===== src/rtl/core/tw_rtc_pkg.sv =====
// ----------------------------------------------------------------------------
// tw_rtc_pkg
// Shared types, codes and conversion helpers for the three-wire RTC master.
// ----------------------------------------------------------------------------
package tw_rtc_pkg;

  // stream widths (tdata fields packed from bit 0, padded to whole bytes)
  localparam int S_TDATA_W = 24;
  localparam int S_TUSER_W = 2;
  localparam int M_TDATA_W = 16;

  // transaction opcodes
  typedef enum logic [1:0] {
    OP_TICK  = 2'd0,
    OP_WRITE = 2'd1,
    OP_READ  = 2'd2,
    OP_NONE  = 2'd3
  } opcode_t;

  // bit counts for a write (command + data) and a read (command + reply)
  localparam logic [4:0] WR_BITS  = 5'd16;
  localparam logic [4:0] CMD_BITS = 5'd8;
  localparam logic [4:0] RD_BITS  = 5'd16;

  // divide by ten as multiply by reciprocal, exact for 8-bit values
  localparam logic [15:0] DIV10_RECIP = 16'd205;
  localparam int          DIV10_SHIFT = 11;
  localparam logic [7:0]  DEC_BASE    = 8'd10;

  // decimal to packed bcd, result cut to 8 bits
  function automatic logic [7:0] to_bcd(input logic [7:0] v);
    logic [15:0] prod;
    logic [7:0]  quo;
    logic [7:0]  rem;
    logic [11:0] packed_val;
    prod       = 16'(v) * DIV10_RECIP;
    quo        = 8'(prod >> DIV10_SHIFT);
    rem        = v - 8'(quo * DEC_BASE);
    packed_val = {quo, 4'b0000} | {8'b0, rem[3:0]};
    return packed_val[7:0];
  endfunction

  // packed bcd to decimal: high nibble times ten plus low nibble
  function automatic logic [7:0] from_bcd(input logic [7:0] b);
    return 8'({4'b0000, b[7:4]} * DEC_BASE) + {4'b0000, b[3:0]};
  endfunction

endpackage


===== src/rtl/core/three_wire_rtc_access_master.sv =====
// ----------------------------------------------------------------------------
// three_wire_rtc_access_master
// Bit-banged three-wire serial master for an RTC chip, one pin phase per tick.
// ----------------------------------------------------------------------------
//  channel | direction | tdata / tuser / tlast
//  s_*     | in        | tdata: command_byte, write_value, data_line_in
//          |           | tuser: opcode
//  m_*     | out       | tdata: enable_line, clock_line, data_out, data_drive,
//          |           |        read_value; tlast: done_res
//
//  One input transaction per clock cycle while s_tready is high; its result is
//  registered and shown on the next cycle. A start command changes state only
//  and gives no result; each tick gives exactly one result. s_tready is low only
//  while a result is held in the output register and m_tready is low. rst is
//  synchronous and returns the sequencer to idle with all pins low.
// ----------------------------------------------------------------------------
module three_wire_rtc_access_master
  import tw_rtc_pkg::*;
(
  input  logic                 clk,
  input  logic                 rst,
  // [7:0] command_byte, [15:8] write_value, [16] data_line_in, [23:17] zero
  input  logic [S_TDATA_W-1:0] s_tdata,
  // [1:0] opcode
  input  logic [S_TUSER_W-1:0] s_tuser,
  input  logic                 s_tvalid,
  output logic                 s_tready,
  // [0] enable_line, [1] clock_line, [2] data_out, [3] data_drive,
  // [11:4] read_value, [15:12] zero
  output logic [M_TDATA_W-1:0] m_tdata,
  output logic                 m_tlast,
  output logic                 m_tvalid,
  input  logic                 m_tready
);

  typedef enum logic [3:0] {
    PH_IDLE     = 4'd0,
    PH_EN_LOW   = 4'd1,
    PH_CLK_LOW  = 4'd2,
    PH_EN_HIGH  = 4'd3,
    PH_TX_DRIVE = 4'd4,
    PH_TX_CLK   = 4'd5,
    PH_WR_END   = 4'd6,
    PH_RX_SMPL  = 4'd7,
    PH_RX_CLK   = 4'd8,
    PH_TR_EN    = 4'd9,
    PH_TR_CLKL  = 4'd10,
    PH_TR_CLKH  = 4'd11,
    PH_TR_DAT0  = 4'd12,
    PH_RD_END   = 4'd13
  } phase_t;

  // input fields
  opcode_t    op;
  logic [7:0] command_byte;
  logic [7:0] write_value;
  logic       data_line_in;

  assign op           = opcode_t'(s_tuser[1:0]);
  assign command_byte = s_tdata[7:0];
  assign write_value  = s_tdata[15:8];
  assign data_line_in = s_tdata[16];

  // sequencer state
  logic        busy, busy_next;
  logic        is_read, is_read_next;
  logic [15:0] send_shift, send_shift_next;
  logic [7:0]  recv_shift, recv_shift_next;
  logic [4:0]  bit_count, bit_count_next;
  phase_t      phase, phase_next;
  logic        pin_en, pin_en_next;
  logic        pin_clk, pin_clk_next;
  logic        pin_dat, pin_dat_next;
  logic        pin_drv, pin_drv_next;
  logic        done_next;
  logic [7:0]  read_value_next;
  logic [4:0]  bit_count_inc;

  // result register
  logic       out_en, out_clk, out_dat, out_drv, out_done;
  logic [7:0] out_rv;

  logic s_acc;
  logic is_tick;

  assign s_tready = !m_tvalid || m_tready;
  assign s_acc    = s_tvalid && s_tready;
  assign is_tick  = (op == OP_TICK);
  assign bit_count_inc = bit_count + 5'd1;

  // next state for one accepted transaction
  always_comb begin
    busy_next       = busy;
    is_read_next    = is_read;
    send_shift_next = send_shift;
    recv_shift_next = recv_shift;
    bit_count_next  = bit_count;
    phase_next      = phase;
    pin_en_next     = pin_en;
    pin_clk_next    = pin_clk;
    pin_dat_next    = pin_dat;
    pin_drv_next    = pin_drv;
    done_next       = 1'b0;
    read_value_next = 8'd0;
    if (op == OP_WRITE || op == OP_READ) begin
      // start is taken only when idle
      if (!busy) begin
        busy_next       = 1'b1;
        is_read_next    = (op == OP_READ);
        send_shift_next = (op == OP_READ) ? {8'd0, command_byte}
                                          : {to_bcd(write_value), command_byte};
        recv_shift_next = 8'd0;
        bit_count_next  = 5'd0;
        phase_next      = PH_EN_LOW;
      end
    end else if (is_tick) begin
      unique case (phase)
        PH_IDLE: begin
        end
        PH_EN_LOW: begin
          pin_en_next = 1'b0;
          phase_next  = PH_CLK_LOW;
        end
        PH_CLK_LOW: begin
          pin_clk_next = 1'b0;
          phase_next   = PH_EN_HIGH;
        end
        PH_EN_HIGH: begin
          pin_en_next = 1'b1;
          phase_next  = PH_TX_DRIVE;
        end
        PH_TX_DRIVE: begin
          pin_clk_next    = 1'b0;
          pin_dat_next    = send_shift[0];
          pin_drv_next    = 1'b1;
          send_shift_next = send_shift >> 1;
          phase_next      = PH_TX_CLK;
        end
        PH_TX_CLK: begin
          pin_clk_next   = 1'b1;
          bit_count_next = bit_count_inc;
          if (is_read && bit_count_inc >= CMD_BITS) begin
            phase_next = PH_RX_SMPL;
          end else if (!is_read && bit_count_inc >= WR_BITS) begin
            phase_next = PH_WR_END;
          end else begin
            phase_next = PH_TX_DRIVE;
          end
        end
        PH_WR_END: begin
          pin_en_next = 1'b0;
          done_next   = 1'b1;
          busy_next   = 1'b0;
          phase_next  = PH_IDLE;
        end
        PH_RX_SMPL: begin
          pin_clk_next    = 1'b0;
          pin_drv_next    = 1'b0;
          recv_shift_next = {data_line_in, recv_shift[7:1]};
          phase_next      = PH_RX_CLK;
        end
        PH_RX_CLK: begin
          pin_clk_next   = 1'b1;
          bit_count_next = bit_count_inc;
          phase_next     = (bit_count_inc >= RD_BITS) ? PH_TR_EN : PH_RX_SMPL;
        end
        PH_TR_EN: begin
          pin_en_next = 1'b0;
          phase_next  = PH_TR_CLKL;
        end
        PH_TR_CLKL: begin
          pin_clk_next = 1'b0;
          phase_next   = PH_TR_CLKH;
        end
        PH_TR_CLKH: begin
          pin_clk_next = 1'b1;
          phase_next   = PH_TR_DAT0;
        end
        PH_TR_DAT0: begin
          pin_dat_next = 1'b0;
          pin_drv_next = 1'b1;
          phase_next   = PH_RD_END;
        end
        PH_RD_END: begin
          pin_dat_next    = 1'b1;
          pin_drv_next    = 1'b1;
          read_value_next = from_bcd(recv_shift);
          done_next       = 1'b1;
          busy_next       = 1'b0;
          phase_next      = PH_IDLE;
        end
        default: begin
          busy_next  = 1'b0;
          phase_next = PH_IDLE;
        end
      endcase
    end
  end

  // state and result registers
  always_ff @(posedge clk) begin
    if (rst) begin
      busy       <= 1'b0;
      is_read    <= 1'b0;
      send_shift <= 16'd0;
      recv_shift <= 8'd0;
      bit_count  <= 5'd0;
      phase      <= PH_IDLE;
      pin_en     <= 1'b0;
      pin_clk    <= 1'b0;
      pin_dat    <= 1'b0;
      pin_drv    <= 1'b0;
      m_tvalid   <= 1'b0;
    end else begin
      if (s_acc) begin
        busy       <= busy_next;
        is_read    <= is_read_next;
        send_shift <= send_shift_next;
        recv_shift <= recv_shift_next;
        bit_count  <= bit_count_next;
        phase      <= phase_next;
        pin_en     <= pin_en_next;
        pin_clk    <= pin_clk_next;
        pin_dat    <= pin_dat_next;
        pin_drv    <= pin_drv_next;
      end
      if (s_acc && is_tick) begin
        m_tvalid <= 1'b1;
      end else if (m_tready) begin
        m_tvalid <= 1'b0;
      end
    end
  end

  // result payload, loaded with each tick transaction
  always_ff @(posedge clk) begin
    if (s_acc && is_tick) begin
      out_en   <= pin_en_next;
      out_clk  <= pin_clk_next;
      out_dat  <= pin_drv_next & pin_dat_next;
      out_drv  <= pin_drv_next;
      out_done <= done_next;
      out_rv   <= read_value_next;
    end
  end

  assign m_tdata = {4'b0000, out_rv, out_drv, out_dat, out_clk, out_en};
  assign m_tlast = out_done;

  // idle phase and busy flag always agree
  a_busy_phase: assert property (@(posedge clk) disable iff (rst)
    (phase == PH_IDLE) == !busy)
    else $error("busy flag and phase disagree");

  // bit counter never runs past a full transfer
  a_bit_count: assert property (@(posedge clk) disable iff (rst)
    bit_count <= WR_BITS)
    else $error("bit counter out of range");

  // a final phase tick frees the sequencer
  a_done_idle: assert property (@(posedge clk) disable iff (rst)
    s_acc && is_tick && (phase == PH_WR_END || phase == PH_RD_END) |=> !busy)
    else $error("sequencer still busy after end of transfer");

  // read value only reported with the ending transaction
  a_rv_done: assert property (@(posedge clk) disable iff (rst)
    m_tvalid && !m_tlast |-> (m_tdata[11:4] == 8'd0))
    else $error("read value without done");

  // start commands never produce a result
  a_start_silent: assert property (@(posedge clk) disable iff (rst)
    s_acc && !is_tick && m_tready |=> !m_tvalid)
    else $error("result produced by a non-tick transaction");

endmodule


===== config.mk =====
export PLATFORM = sky130hd
export DESIGN_NAME = three_wire_rtc_access_master
export DESIGN_NICKNAME = d
export VERILOG_FILES = /design/src/rtl/core/tw_rtc_pkg.sv /design/src/rtl/core/three_wire_rtc_access_master.sv
export SDC_FILE = /design/constraint.sdc
export NUM_CORES = 1
export LEC_CHECK = 0
export BUFFER_PORTS_ARGS = -buffer_cell sky130_fd_sc_hd__buf_2
export CORE_MARGIN = 2
export CORE_UTILIZATION = 40
export DETAILED_ROUTE_END_ITERATION = 12
export GPL_TIMING_DRIVEN = 0
export SETUP_SLACK_MARGIN = 0.02
export SLEW_MARGIN = 20
export SYNTH_ARGS = -nofsm -noshare
export SYNTH_HDL_FRONTEND = slang
export SYNTH_SLANG_ARGS = --single-unit

===== constraint.sdc =====
create_clock -name clk -period 13.3 [get_ports clk]
set_input_delay 2.66 -clock clk [delete_from_list [all_inputs] [get_ports clk]]
set_output_delay 2.66 -clock clk [all_outputs]
set_load 0.02 [all_outputs]

==> results.sh, run 1 <==
export IMPL_dpl_instance_area_mm2=0.00433
export IMPL_drive_gt1_share_pct=14.3
export IMPL_ys_types=54
export IMPL_cts_sinks=53
export IMPL_status="complete, no violations"
export IMPL_synth_top_cell_by_area="dfxtp_1"
export IMPL_seq_power_share_pct=38.8
export IMPL_clk_pin_slew_ns=0.10
export IMPL_root_buffer="clkbuf_8"
export IMPL_clockPowerShare_pct=20.5
export IMPL_holdPathStages=2
export IMPL_p_int_uw=298
export IMPL_cp_data_required_time_ns=13.54
export IMPL_yosys_area_share_simple_pct=16.4
export IMPL_ios=49
export IMPL_hold_viol_final=0
export IMPL_antenna_found_initial=0
export IMPL_synth_area_leaders="dfxtp_1, ha_1, edfxtp_1, fa_1, nor2_1"
export IMPL_cts_tree="done"
export IMPL_synth_top_family_by_area="adder cells"
export IMPL_endpoint="send_shift[11]$_SDFFE_PP0P_"
export IMPL_antenna_cells=0
export IMPL_powerDensity_mw_per_mm2=104
export IMPL_drt_first_pass_iters=4
export IMPL_timing_final_crit_share_pct=50.0
export IMPL_fin_crit_ns=6.65
export IMPL_ctsResizeCount=0
export IMPL_setup_worst_path_start="s_tdata[9]"
export IMPL_grt_pass1_wl_um=14100
export IMPL_ant_nets=0
export IMPL_synth_compound_area_share_pct=14.8
export IMPL_cp_end_kind="flop"
export IMPL_post_cts_buffers=0
export IMPL_grt_pass1_vias=3009
export IMPL_path_cells="buf_2 -> ha_1 -> xor2_1 -> ha_1 -> fa_1 -> inv_1 -> fa_1 -> inv_1 -> ha_1 -> nand3_1 -> nand2_1 -> a41o_1 -> a21oi_1 -> xnor2_2 -> ha_1 -> fa_1 -> xor2_1 -> xnor3_1 -> o22ai_1"
export IMPL_dieWidth_um=104
export IMPL_r2r_start="recv_shift[7]$_SDFFE_PP0P_"
export IMPL_p_leak_uw=0.00198
export IMPL_grt_usage_pct=15.8
export IMPL_maxSlewViolCount=0
export IMPL_wl_um=8020
export IMPL_cts_buffers=5
export IMPL_hold_ws_ns=0.478
export IMPL_synthMuxAreaShare_pct=3.79
export IMPL_max_cap_violations=0
export IMPL_ctsHoldBuffers=0
export IMPL_synth_xor_area_share_pct=4.04
export IMPL_ir_worst_vdd_mv=0.0674
export IMPL_die_h_um=104
export IMPL_relSlewSlack_pct=61.4
export IMPL_start_util_pct=41.0
export IMPL_post_route_util_pct=45.6
export IMPL_combPwrFrac_pct=40.7
export IMPL_synth_top_cell_area_share_pct=20.2
export IMPL_synth_cells=440
export IMPL_slowest_stage="fa_1"
export IMPL_slowest_delay_ns=0.53
export IMPL_worst_pin_slew_ns=0.578
export IMPL_mostFrequentLayoutCells="nor2_1, ha_1, buf_2"
export IMPL_synth_seq_cells=53
export IMPL_drt_iter0_drc=128
export IMPL_area_growth_pct=11.3
export IMPL_rsz0062_at_grt="false"
export IMPL_final_common_cell="nor2_1"
export IMPL_gr_total_overflow=0
export IMPL_cp_arrival_ns=6.90
export IMPL_cp_common_cell="ha_1"
export IMPL_netlist_area_mm2=0.00397
export IMPL_synth_flop_cell="dfxtp_1"
export IMPL_power_switching_uw=160
export IMPL_core_area_mm2=0.00968
export IMPL_port_buffers=37
export IMPL_start_kind="input pin"
export IMPL_yosysSeqAreaShare_pct=30.0
export IMPL_async_flop_share_pct=0
export IMPL_setup_tns_ns=0
export IMPL_hpwlAfterDp_um=6290
export IMPL_worst_clock_skew_ns=0.00486
export IMPL_finalNetCount=584
export IMPL_r2r_end="out_rv[7]$_SDFFCE_PP0P_"
export IMPL_row_count=36
export IMPL_h_tree_depth=2
export IMPL_regToRegSetupSlack_ns=10.94
export IMPL_synth_adder_area_share_pct=23.6
export IMPL_gp_congestion=0.873
export IMPL_yosys_warnings=0
export IMPL_synth_edf_count=13
export IMPL_dieArea_mm2=0.0107
export IMPL_sw_frac_of_total_pct=34.9
export IMPL_finalInstanceArea_mm2=0.00442
export IMPL_reg2reg_depth=8
export IMPL_path_max_fanout=4
export IMPL_clock_path_buffers=2
export IMPL_setup_violations=0
export IMPL_clk_insertion_delay_late_ns=0.32
export IMPL_fmax_mhz=150
export IMPL_path_class="in2reg"
export IMPL_worst_hold_path_type="reg2reg"
export IMPL_viasPerCell=5.05
export IMPL_hp_start="pin_dat$_SDFFE_PP0P_"
export IMPL_vias=3138
export IMPL_avgSynthCellArea_um2=9.01
export IMPL_wl_per_cell_um=12.9
export IMPL_remaining_drc_errors=0
export IMPL_grt_max_degree=17
[logic make-up (layout without fill, tap and decap cells)]
| group | count (synthesis) | in the layout |
|---|---|---|
| DFF | 53 | 53 |
| and+or+nand+nor | 132 | 132 |
| xor gates and xnor gates | 15 | 15 |
| other | 1 | 4 |
| muxes | 15 | 15 |
| adders and majority gates | 67 | 67 |
| AOI/OAI and AO/OA | 94 | 94 |
| buffers and inverters | 63 | 108 |
[cell type report]
type	count	area, um^2
fillers	958	5270
multi-input cells	327	2500
flip-flops and latches	53	1190
repair buffers	37	185
well taps	133	166
plain buffers	28	155
inverters	35	131
clock buffers	6	72.6
clock inverters	2	13.8
[layer usage]
layer,track usage (%),vias up,part of all wire (%)
met1,21.5,1436,48
met4,4.15,0,1.1
met2,26.2,73,46
met5,0,-,0
li1,-,1621,-
met3,2.45,8,4.7
[worst max-delay path: cells and delay by family]
family | cells | cell delay [ns]
AO/OA/AOI/OAI | 3 | 0.63
adder cells (fa/ha/maj) | 7 | 2.58
buffers and inverters | 3 | 0.23
XOR/XNOR | 4 | 0.69
AND/OR/NAND/NOR | 2 | 0.12
[power groups by stage]
stage / sequential (uW) / combinational, uW / clock (uW)
detailed placement: 181 / 188 / 0
global route: 179 / 215 / 102
CTS: 178 / 189 / 96.5
global placement: 181 / 183 / 0
finish: 178 / 186 / 94.0
floorplan: 181 / 146 / 0
[metrics by stage]
step,worst slack (ns),cells,power (uW)
after floorplan,6.71,443,327
after global placement,6.29,613,364
after detailed placement,6.30,613,369
after CTS,6.63,621,463
after global routing,6.38,621,496
final,6.65,621,458
[state kept, by name, summed over array words and instances (netlist names), 4 cells and up]
register and flops:
out_rv 8, send_shift 16, bit_count 5, phase 4, recv_shift 8
[worst min path at each step]
| stage | slack, ns | end |
|---|---|---|
| 3_5_place_dp | 0.46 | pin_dat$_SDFFE_PP0P_ |
| 5_1_grt | 0.49 | pin_dat$_SDFFE_PP0P_ |
| 6_report | 0.48 | pin_dat$_SDFFE_PP0P_ |
| 3_3_place_gp | 0.45 | pin_dat$_SDFFE_PP0P_ |
| 2_1_floorplan | 0.44 | pin_dat$_SDFFE_PP0P_ |
| 4_1_cts | 0.48 | pin_dat$_SDFFE_PP0P_ |
[synth_stat cells, types with 2 or more instances]
cell type and instances:
nor2_1 57, ha_1 54, dfxtp_1 40, a21oi_1 39, inv_1 35, nand2_1 18, a211oi_1 15, mux2i_1 15
edfxtp_1 13, fa_1 13, nor3_1 13, o21ai_0 11, buf_4 9, clkbuf_1 9, nor2b_1 8, buf_2 7
nand3_1 7, nor3b_1 7, xor2_1 7, a22oi_1 5, xnor2_1 5, a21o_1 4, and3_1 4, nand2b_1 4
a31oi_1 3, and2_1 3, a2bb2oi_1 2, buf_1 2, nand4_1 2, o21ai_1 2, o21bai_1 2, o22ai_1 2
o32ai_1 2
Note: power is estimated with default switching activity, not from simulation.
==> inputs of run 2 (changes only) <==
--- a/config.mk
+++ b/config.mk
@@ -5,6 +5,7 @@
 export SDC_FILE = /design/constraint.sdc
 export NUM_CORES = 1
 export LEC_CHECK = 0
+export ABC_AREA = 1
 export BUFFER_PORTS_ARGS = -buffer_cell sky130_fd_sc_hd__buf_2
 export CORE_MARGIN = 2
 export CORE_UTILIZATION = 40
==> constraint.sdc (replaced) <==
create_clock -name clk -period 5.4 [get_ports clk]
set_input_delay 1.08 -clock clk [delete_from_list [all_inputs] [get_ports clk]]
set_output_delay 1.08 -clock clk [all_outputs]
set_load 0.02 [all_outputs]
==> run 2 against run 1 <==
Clock power grew 150%. Setup slack lost 6.3 ns. Critical path depth grew 5. Count of clock-buffer cells in the layout shrank 1. Total power grew to 2.6 times the previous value. Non-clock buffer count shrank 8. Highest routed layer unchanged. Sequential cell count is the same.
==> results.sh, run 2 <==
export IMPL_remaining_drc_errors=0
export IMPL_regToRegSetupSlack_ns=3.20
export IMPL_dieArea_mm2=0.0109
export IMPL_cts_buffers=5
export IMPL_grt_usage_pct=16.8
export IMPL_worst_clock_skew_ns=0.0220
export IMPL_antenna_cells=0
export IMPL_ant_nets=0
export IMPL_yosys_warnings=0
export IMPL_regMostFlops="send_shift"
export IMPL_r2r_end="out_rv[7]$_SDFFCE_PP0P_"
export IMPL_cp_common_cell="nand2_1"
export IMPL_area_growth_pct=11.3
export IMPL_ir_worst_vdd_mv=0.139
export IMPL_clk_insertion_delay_late_ns=0.32
export IMPL_fin_crit_ns=5.05
export IMPL_cp_num_buf_inv=5
export IMPL_timing_final_crit_share_pct=93.4
export IMPL_cp_end_kind="flop"
export IMPL_largest_reg_flops=16
export IMPL_avgSynthCellArea_um2=7.81
export IMPL_async_flop_share_pct=0
export IMPL_worst_hold_path_type="reg2reg"
export IMPL_slowest_stage="fa_1"
export IMPL_cp_data_required_time_ns=5.63
export IMPL_hpwlAfterDp_um=6830
export IMPL_netlist_area_mm2=0.00404
export IMPL_drive_gt1_share_pct=14.0
export IMPL_hold_ws_ns=0.485
export IMPL_clk_pin_slew_ns=0.08
export IMPL_status="complete, no violations"
export IMPL_start_util_pct=41.3
export IMPL_max_cap_violations=0
export IMPL_grt_max_degree=19
export IMPL_synth_top_cell_by_area="dfxtp_1"
export IMPL_path_class="in2reg"
export IMPL_clock_path_buffers=2
export IMPL_core_area_mm2=0.00977
export IMPL_antenna_found_initial=0
export IMPL_synth_cells=517
export IMPL_gr_usage_met3_pct=2.13
export IMPL_h_tree_depth=2
export IMPL_vias=3433
export IMPL_ctsHoldBuffers=0
export IMPL_powerDensity_mw_per_mm2=263
export IMPL_holdPathStages=2
export IMPL_synth_top_cell_area_share_pct=19.8
export IMPL_reg2reg_depth=9
export IMPL_relSlewSlack_pct=37.2
export IMPL_setup_violations=0
export IMPL_slowest_delay_ns=0.53
export IMPL_synth_edf_count=13
export IMPL_hold_viol_final=0
export IMPL_grt_util_met2_pct=28.2
export IMPL_start_kind="input pin"
export IMPL_post_cts_buffers=0
export IMPL_setup_tns_ns=0
export IMPL_cts_sinks=53
export IMPL_worstHoldEndpoint="send_shift[15]$_SDFFE_PP0P_"
export IMPL_hp_start="send_shift[15]$_SDFFE_PP0P_"
export IMPL_gp_congestion=0.887
export IMPL_synth_seq_cells=53
export IMPL_synth_commonest_cells="nand2_1, inv_1, ha_1"
export IMPL_path_delay_family="adder cells"
export IMPL_cp_arrival_ns=5.28
export IMPL_synth_flop_cell="dfxtp_1"
export IMPL_dieWidth_um=104
export IMPL_worst_pin_slew_ns=0.939
export IMPL_largestRegisters="send_shift (16), out_rv (8), recv_shift (8)"
export IMPL_maxSlewViolCount=0
export IMPL_post_route_util_pct=46.0
export IMPL_path_cells="buf_2 -> ha_1 -> xor2_1 -> ha_1 -> fa_1 -> inv_1 -> fa_1 -> inv_1 -> ha_1 -> a21oi_1 -> nor2_1 -> nor2_1 -> nand2_1 -> nand2_1 -> nand2_1 -> ha_1 -> fa_1 -> inv_1 -> nand3_1 -> nand2_1 -> inv_1 -> nand2_1 -> nand3_1 -> a21oi_1"
export IMPL_final_common_cell="nand2_1"
export IMPL_synth_area_leaders="dfxtp_1, ha_1, edfxtp_1, nand2_1, inv_1"
export IMPL_viasPerCell=4.92
export IMPL_ios=49
export IMPL_grt_use_met1_pct=23.2
export IMPL_die_h_um=104
export IMPL_row_count=36
export IMPL_mostFrequentLayoutCells="nand2_1, inv_1, ha_1"
export IMPL_ys_types=44
export IMPL_r2r_start="recv_shift[7]$_SDFFE_PP0P_"
export IMPL_grt_pass1_vias=3351
export IMPL_path_max_fanout=4
export IMPL_cts_tree="done"
export IMPL_busiest_layer="met2"
export IMPL_fillers=1016
export IMPL_root_buffer="clkbuf_8"
export IMPL_wl_per_cell_um=12.1
export IMPL_rsz0062_at_grt="false"
export IMPL_wl_um=8410
export IMPL_port_buffers=37
export IMPL_yosysSeqAreaShare_pct=29.5
export IMPL_yosysMostFrequentCell="nand2_1"
export IMPL_drt_first_pass_iters=4
export IMPL_finalNetCount=661
export IMPL_ctsResizeCount=0
export IMPL_drt_iter0_drc=117
export IMPL_p_leak_uw=0.00217
export IMPL_fmax_mhz=198
export IMPL_gr_total_overflow=0
export IMPL_grt_pass1_wl_um=15400
## run 2: cell types whose count changed after synthesis, moves of 5 or more
cell      change
inv_2         +9
nor3b_1       -6
a211oi_1     -14
nand3_1      +19
mux2i_1      -14
buf_2         -6
a31oi_1       +6
nor2b_1       -8
a22oi_1       -5
inv_1        +38
nor2_1       -15
o21ai_0      +26
nand2_1      +76
nor3_1       -10
## run 2: metal layers
metal  up-vias  share of wire [%]
met5         -                  0
met4         0               0.77
met3         7                3.4
met2        63                 46
met1      1572                 50
li1       1791                  -
## run 2: kinds of logic after synthesis
group,after synthesis,share of synthesized area [%]
mux,1,0.248
other cells,1,0.0929
flops,53,29.5
fa+ha+maj,67,23.2
xor+xnor,9,1.95
compound gates,107,16.0
buf+inv,102,10.6
simple gates,177,18.4
## run 2: cell type report
type                       instances  area [um^2]  area share, %
buffer                            20          119           2.65
clock buffer                       5         68.8           1.53
clock inverter                     3         25.0          0.557
inverter                          82          308           6.85
multi-input combinational        365         2430           54.1
sequential                        53         1190           26.5
tap                              133          166           3.70
timing repair buffer              37          185           4.12
## run 2: how the worst max path moves through the flow
stage,slack (ns),end,start,depth (start not counted)
floorplan,0.52,send_shift[11]$_SDFFE_PP0P_,s_tdata[9],23
global placement,0.07,send_shift[11]$_SDFFE_PP0P_,s_tdata[9],24
detailed placement,0.02,send_shift[11]$_SDFFE_PP0P_,s_tdata[9],24
CTS,0.33,send_shift[11]$_SDFFE_PP0P_,s_tdata[9],24
global route,0.05,send_shift[11]$_SDFFE_PP0P_,s_tdata[9],24
finish,0.35,send_shift[11]$_SDFFE_PP0P_,s_tdata[9],24
## run 2: power by group
group	total (uW)	switching (uW)	internal (uW)
clock network	233	140	93.9
logic	509	312	197
registers	439	12.9	426
## run 2: stage by stage
stage               power [uW]  std cells  instance area (um^2)  setup slack [ns]
CTS                       1190        698                  4490             0.331
global route              1300        698                  4490            0.0475
floorplan                  838        520                  4050             0.516
detailed placement         960        690                  4400            0.0243
global placement           947        690                  4400            0.0684
finish                    1180        698                  4490             0.354
## run 2: tightest hold or removal path, stage by stage (launching register included)
cell	delay, ns
dfxtp_1	0.32
nand2_1	0.06
a21oi_1	0.06
